**config.mk**
```make
export PLATFORM = sky130hd
export DESIGN_NAME = c8ic_alu
export DESIGN_NICKNAME = d
export VERILOG_FILES = /design/src/sv/c8ic_pkg.sv /design/src/sv/c8ic_alu.sv
export SDC_FILE = /design/constraint.sdc
export NUM_CORES = 1
export LEC_CHECK = 0
export BUFFER_PORTS_ARGS = -buffer_cell sky130_fd_sc_hd__buf_2
export CORE_MARGIN = 1.5
export CORE_UTILIZATION = 55
export DETAILED_ROUTE_END_ITERATION = 16
export PLACE_DENSITY = 0.8
export SLEW_MARGIN = 10
export SYNTH_ARGS = -nofsm -noshare
export SYNTH_HDL_FRONTEND = slang
export SYNTH_SLANG_ARGS = --single-unit
```
**constraint.sdc**
```tcl
create_clock -name vclk -period 2.66
set_clock_uncertainty 0.2 [all_clocks]
set_input_delay 0.399 -clock vclk [all_inputs]
set_output_delay 0.399 -clock vclk [all_outputs]
set_load 0.005 [all_outputs]
```
**src/sv/c8ic_pkg.sv**
```systemverilog
// Package for the CHIP-8 instruction core: codes, defaults and ALU types.
package c8ic_pkg;

  // Default sizes handed to the top level
  localparam int MEMORY_BYTES_DEF   = 4096;
  localparam int STACK_DEPTH_DEF    = 16;
  localparam int DISPLAY_WIDTH_DEF  = 64;
  localparam int DISPLAY_HEIGHT_DEF = 32;
  localparam int BOOT_PC_DEF        = 512;

  localparam logic [11:0] FONT_BASE_RESET = 12'd80;
  localparam int          GLYPH_BYTES     = 5;

  // Item opcodes
  localparam logic [1:0] OP_WRITE = 2'd0;
  localparam logic [1:0] OP_EXEC  = 2'd1;
  localparam logic [1:0] OP_ROW   = 2'd2;
  localparam logic [1:0] OP_READ  = 2'd3;

  // Instruction groups (top nibble)
  localparam logic [3:0] GRP_SYS   = 4'h0;
  localparam logic [3:0] GRP_JP    = 4'h1;
  localparam logic [3:0] GRP_CALL  = 4'h2;
  localparam logic [3:0] GRP_SE_K  = 4'h3;
  localparam logic [3:0] GRP_SNE_K = 4'h4;
  localparam logic [3:0] GRP_SE_V  = 4'h5;
  localparam logic [3:0] GRP_LD_K  = 4'h6;
  localparam logic [3:0] GRP_ADD_K = 4'h7;
  localparam logic [3:0] GRP_ARITH = 4'h8;
  localparam logic [3:0] GRP_SNE_V = 4'h9;
  localparam logic [3:0] GRP_LD_I  = 4'hA;
  localparam logic [3:0] GRP_JP_V0 = 4'hB;
  localparam logic [3:0] GRP_RND   = 4'hC;
  localparam logic [3:0] GRP_DRW   = 4'hD;
  localparam logic [3:0] GRP_SKEY  = 4'hE;
  localparam logic [3:0] GRP_MISC  = 4'hF;

  localparam logic [15:0] INS_CLS = 16'h00E0;
  localparam logic [15:0] INS_RET = 16'h00EE;

  localparam logic [7:0] KEY_SKP  = 8'h9E;
  localparam logic [7:0] KEY_SKNP = 8'hA1;

  localparam logic [7:0] F_LD_DT  = 8'h07;
  localparam logic [7:0] F_WAIT_K = 8'h0A;
  localparam logic [7:0] F_SET_DT = 8'h15;
  localparam logic [7:0] F_SET_ST = 8'h18;
  localparam logic [7:0] F_ADD_I  = 8'h1E;
  localparam logic [7:0] F_FONT   = 8'h29;
  localparam logic [7:0] F_BCD    = 8'h33;
  localparam logic [7:0] F_STORE  = 8'h55;
  localparam logic [7:0] F_LOAD   = 8'h65;

  // ALU ops, equal to the 8xyN low nibble
  localparam logic [3:0] ALU_MOV  = 4'h0;
  localparam logic [3:0] ALU_OR   = 4'h1;
  localparam logic [3:0] ALU_AND  = 4'h2;
  localparam logic [3:0] ALU_XOR  = 4'h3;
  localparam logic [3:0] ALU_ADD  = 4'h4;
  localparam logic [3:0] ALU_SUB  = 4'h5;
  localparam logic [3:0] ALU_SHR  = 4'h6;
  localparam logic [3:0] ALU_SUBN = 4'h7;
  localparam logic [3:0] ALU_SHL  = 4'hE;

  typedef struct packed {
    logic [3:0] op;
    logic [7:0] a;
    logic [7:0] b;
  } alu_req_t;

  typedef struct packed {
    logic [7:0] res;
    logic       flag;
    logic       eq;
    logic       ge;
  } alu_rsp_t;

endpackage

```
**src/sv/c8ic_alu.sv**
```systemverilog
// Shared byte ALU: 8xyN ops, compares, and the subtract used by the mod and BCD loops.
module c8ic_alu (
  input  c8ic_pkg::alu_req_t req,
  output c8ic_pkg::alu_rsp_t rsp
);

  logic [8:0] sum;
  logic [8:0] dif;
  logic [8:0] difn;

  assign sum  = {1'b0, req.a} + {1'b0, req.b};
  assign dif  = {1'b0, req.a} - {1'b0, req.b};
  assign difn = {1'b0, req.b} - {1'b0, req.a};

  always_comb begin
    rsp.eq   = (req.a == req.b);
    rsp.ge   = ~dif[8];
    rsp.res  = req.b;
    rsp.flag = 1'b0;
    case (req.op)
      c8ic_pkg::ALU_MOV:  rsp.res = req.b;
      c8ic_pkg::ALU_OR:   rsp.res = req.a | req.b;
      c8ic_pkg::ALU_AND:  rsp.res = req.a & req.b;
      c8ic_pkg::ALU_XOR:  rsp.res = req.a ^ req.b;
      c8ic_pkg::ALU_ADD: begin
        rsp.res  = sum[7:0];
        rsp.flag = sum[8];
      end
      c8ic_pkg::ALU_SUB: begin
        rsp.res  = dif[7:0];
        rsp.flag = (req.a > req.b);
      end
      c8ic_pkg::ALU_SHR: begin
        rsp.res  = {1'b0, req.a[7:1]};
        rsp.flag = req.a[0];
      end
      c8ic_pkg::ALU_SUBN: begin
        rsp.res  = difn[7:0];
        rsp.flag = (req.b > req.a);
      end
      c8ic_pkg::ALU_SHL: begin
        rsp.res  = {req.a[6:0], 1'b0};
        rsp.flag = req.a[7];
      end
      default: begin
        rsp.res  = req.b;
        rsp.flag = 1'b0;
      end
    endcase
  end

endmodule

```
==> results of run 1 <==
## through the flow
step                      setup slack, ns  TNS [ns]  utilization, %  cells
after floorplan                   0.01261         0               -    257
after detailed placement          -0.3639    -1.932           82.30    397
after global placement            -0.4159    -1.758           82.30    397
after CTS                         -0.2466   -0.6676           93.36    404
## timing repair
item	4_1_cts
resized for setup	69
endpoints found under the setup margin	8
setup buffers	7
hold endpoints to repair	0
hold buffers	0
pin swaps	18
## cells by family after synthesis
group | Yosys count | share of synthesized area, %
muxes | 7 | 4.742
and+or+nand+nor | 80 | 22.36
xor gates and xnor gates | 3 | 1.486
buffers and inverters | 46 | 10.97
AOI/OAI and AO/OA | 86 | 34.40
adders and majority gates | 35 | 26.04
==> qor.json, run 1 <==
{
  "logic_synthesis": {
    "synth_top_area_share_pct": 22.65,
    "postSynthNetCount": 312,
    "synthCells": 257,
    "synth.distinct_cells": 59,
    "netlist_top_cells_count": "ha_1, inv_1, nor2_1",
    "yosysWarningCount": 0,
    "synth_area_per_cell_um2": 6.879,
    "post-synth-top-count-cell": "ha_1",
    "biggest_area_contributors_in_the_synthesized_netlist": "ha_1, inv_1, a21oi_1",
    "mappedNetlistArea_mm2": 0.001768,
    "seq_area_frac_synth_pct": 0,
    "most_area_hungry_cell_type_in_the_yosys_netlist": "ha_1"
  },
  "timing": {
    "worstEndpointType": "output port",
    "grt_repair_worst_endpoint": "rsp[10]"
  },
  "floorplan": {
    "die_x_um": 59.70,
    "num_rows": 20,
    "top_level_ports": 31,
    "die_h_um": 59.70,
    "initial_standard_cell_utilization_of_the_core_pct": 57.91
  },
  "placement": {
    "placer_congestion_estimate": 1.021,
    "place.port_buffers": 31,
    "post_detailed_placement_half_perimeter_wirelength_um": 5688,
    "placed_area_mm2": 0.002512
  },
  "grt": {
    "largest_net_degree_at_the_start_of_global_routing": 22
  },
  "outcome": {
    "last-stage-reached": "global routing (5_1_grt)",
    "error": "[ERROR DPL-0038] Utilization greater than 100%, impossible to legalize",
    "run_status": "aborted with a tool error"
  }
}
==> inputs of run 2 (changes only) <==
Settings changed: CORE_UTILIZATION 55 to 40, PLACE_DENSITY 0.8 to unset, PLACE_DENSITY_LB_ADDON set to 0.15.
Clock period 2.66 ns to 3.45 ns, I/O delays scaled along.
==> run 2 against run 1 <==
Synthesized cell count stayed put. The run now ends clean. Area after synthesis stayed put.
==> qor.json, run 2 <==
{
  "final_layout": {
    "nFillCells": 429,
    "nFlopsAndLatches": 0,
    "most-common-layout-cells": "ha_1, buf_2, inv_1",
    "seqCellArea_um2": 0,
    "nNetsFinal": 345,
    "clock_buffer_count": 0,
    "multiInputGateArea_mm2": 0.001585,
    "layout-drive-gt1-share_pct": 21.88,
    "final_util_pct": 49.59,
    "antenna-diode-count": 0,
    "final_design_area_excluding_fillers_mm2": 0.002041,
    "layout-area-overhead-vs-synth_pct": 15.43
  },
  "setup_path": {
    "timing.critical_path.from": "req[4]",
    "cp.buffers_inverters": 4,
    "worst-setup-path-type": "primary input to output port",
    "critPathMaxStageDelay_ns": 0.52,
    "critical_path_required_ns": 2.73,
    "start_kind": "primary input",
    "crit_path_max_delay_family": "simple AND/OR/NAND/NOR gates",
    "crit_path_cell_trace": "buf_2 > inv_1 > ha_1 > buf_4 > nor4_1 > and4_1 > a311oi_1 > or4_1 > buf_2",
    "setup.worst_path.end_class": "output port",
    "path_max_fanout": 6,
    "timing.critical_path.slowest_stage_cell": "or4_1",
    "worstPathArrival_ns": 2.63,
    "cp_common_cell": "buf_2"
  },
  "routing": {
    "avgRoutedWirePerCell_um": 16.89,
    "drt_first_pass_iters": 5,
    "routed_via_density": 5.997,
    "wl_um": 5710,
    "final_antenna_net_count": 0,
    "first_drt_iteration_drcs": 150,
    "detailroute.via_count": 2027,
    "drt_drc_violations_left": 0
  },
  "floorplan": {
    "die_h": {"value": 69.48, "unit": "um", "change": "+16%"},
    "placeableCoreArea_mm2": 0.004115,
    "dieArea_mm2": 0.004827,
    "die_x": {"value": 69.48, "unit": "um", "change": "+16%"},
    "top_level_ports": {"value": 31, "change": "unchanged"},
    "num_rows": {"value": 23, "change": "+15%"},
    "initial_standard_cell_utilization_of_the_core": {"value": 42.96, "unit": "%", "change": "-15 points"}
  },
  "logic_synthesis": {
    "postSynthNetCount": {"value": 312, "change": "unchanged"},
    "synth_top_area_share": {"value": 22.65, "unit": "%", "change": "unchanged"},
    "netlist_top_cells_count": "ha_1, inv_1, nor2_1",
    "seq_area_frac_synth": {"value": 0, "unit": "%", "change": "unchanged"},
    "most_area_hungry_cell_type_in_the_yosys_netlist": "ha_1",
    "synth.distinct_cells": {"value": 59, "change": "unchanged"},
    "post-synth-top-count-cell": "ha_1",
    "yosysWarningCount": {"value": 0, "change": "unchanged"},
    "synthCells": {"value": 257, "change": "unchanged"},
    "mappedNetlistArea": {"value": 0.001768, "unit": "mm2", "change": "unchanged"},
    "biggest_area_contributors_in_the_synthesized_netlist": "ha_1, inv_1, a21oi_1",
    "synth_area_per_cell": {"value": 6.879, "unit": "um2", "change": "unchanged"}
  },
  "timing": {
    "final_period_minus_worst_setup_slack_ns": 3.350,
    "fin_tns_setup_ns": 0,
    "rsz0062_at_grt": "no",
    "timing.max_slew.rel_slack_pct": 58.41,
    "final_min_period_over_clock_period_pct": 97.10,
    "max_slew.worst_pin.slew_ns": 0.6191,
    "report.final.setup_viol": 0,
    "hold_viol": 0,
    "drv_slew": 0,
    "timing.fmax_mhz": 298.5
  },
  "power_and_ir_drop": {
    "power.leakage_nw": 0.9648,
    "vdd_ir_drop_max_v": 0.00006395,
    "power_density_mw_per_mm2": 150.9
  },
  "placement": {
    "post_detailed_placement_half_perimeter_wirelength": {"value": 4591, "unit": "um", "change": "-19%"},
    "placed_area": {"value": 0.002029, "unit": "mm2", "change": "-19%"},
    "place.port_buffers": {"value": 31, "change": "unchanged"},
    "placer_congestion_estimate": {"value": 0.9239, "change": "-9.5%"}
  },
  "grt": {
    "first_global_vias": 1889,
    "grt_first_pass_wirelength_um": 9349,
    "grt-ovfl-total": 0,
    "grt_usage_pct": 23.21,
    "largest_net_degree_at_the_start_of_global_routing": 22,
    "initial_antenna_violation_count": 0
  },
  "flow_run": {
    "cap_viol_max_count": 0
  },
  "hold_path": {
    "hold_path_class": "primary input to output port",
    "hold_path_startpoint": "req[7]"
  },
  "clock_network": {
    "cts-hold-fix-buffers": {"value": 0, "change": "unchanged"}
  },
  "outcome": {
    "run_status": "completed"
  }
}
## run 2: cell families (layout without fill, tap and decap cells)
group | count (synthesis) | count (layout) | synth area share [%]
simple gates | 80 | 80 | 22.36
fa+ha+maj | 35 | 35 | 26.04
compound gates | 86 | 86 | 34.40
mux | 7 | 7 | 4.742
xor+xnor | 3 | 3 | 1.486
buf+inv | 46 | 77 | 10.97
## run 2: layer usage
layer,up-vias,part of all wire [%],routed length [um],GRT usage [%]
met5,-,0,0,0
met4,0,1.9,111,3.704
met3,11,8.2,469,4.215
met2,92,44,2524,36.65
met1,925,46,2604,33.30
li1,999,-,-,-
## run 2: per-stage QoR
step,setup slack (ns),cells,hold slack [ns],power (mW)
after global placement,0.1160,338,1.172,0.3007
final,0.09995,338,1.178,0.3079
after detailed placement,0.1092,338,1.175,0.2991
after floorplan,0.5177,257,0.9539,0.1983
after CTS,0.09674,338,1.177,0.3010
after global routing,0.009963,338,1.210,0.3402
## run 2: repair_timing
action | 4_1_cts | 5_1_grt
buffers inserted | 0 | 0
setup endpoints to repair | 0 | 3
resized for setup | 0 | 6
hold endpoints to repair | 0 | 0
## run 2: tightest hold or removal path, stage by stage
cell,delay [ns]
buf_2,0.12
o32a_1,0.12
buf_2,0.10
## run 2: worst paths after layout
| kind | slack [ns] | end | cells after the start |
|---|---|---|---|
| worst max-delay path | 0.1 | rsp[2] | 9 |
| worst min-delay path | 1.18 | rsp[10] | 3 |
## run 2: final cells by class
cell class                      count  area share [%]
Inverter                           30           5.763
Multi-Input combinational cell    211           77.68
Tap cell                           50           3.066
Timing Repair Buffer               47           13.49
## run 2: report_power, final
group / switching [mW] / total (mW) / internal [mW]
clock network: 0 / 0 / 0
logic: 0.177 / 0.308 / 0.131
registers: 0 / 0 / 0
total: 0.177 / 0.308 / 0.131
No activity file was read; power rests on OpenSTA's default activity.
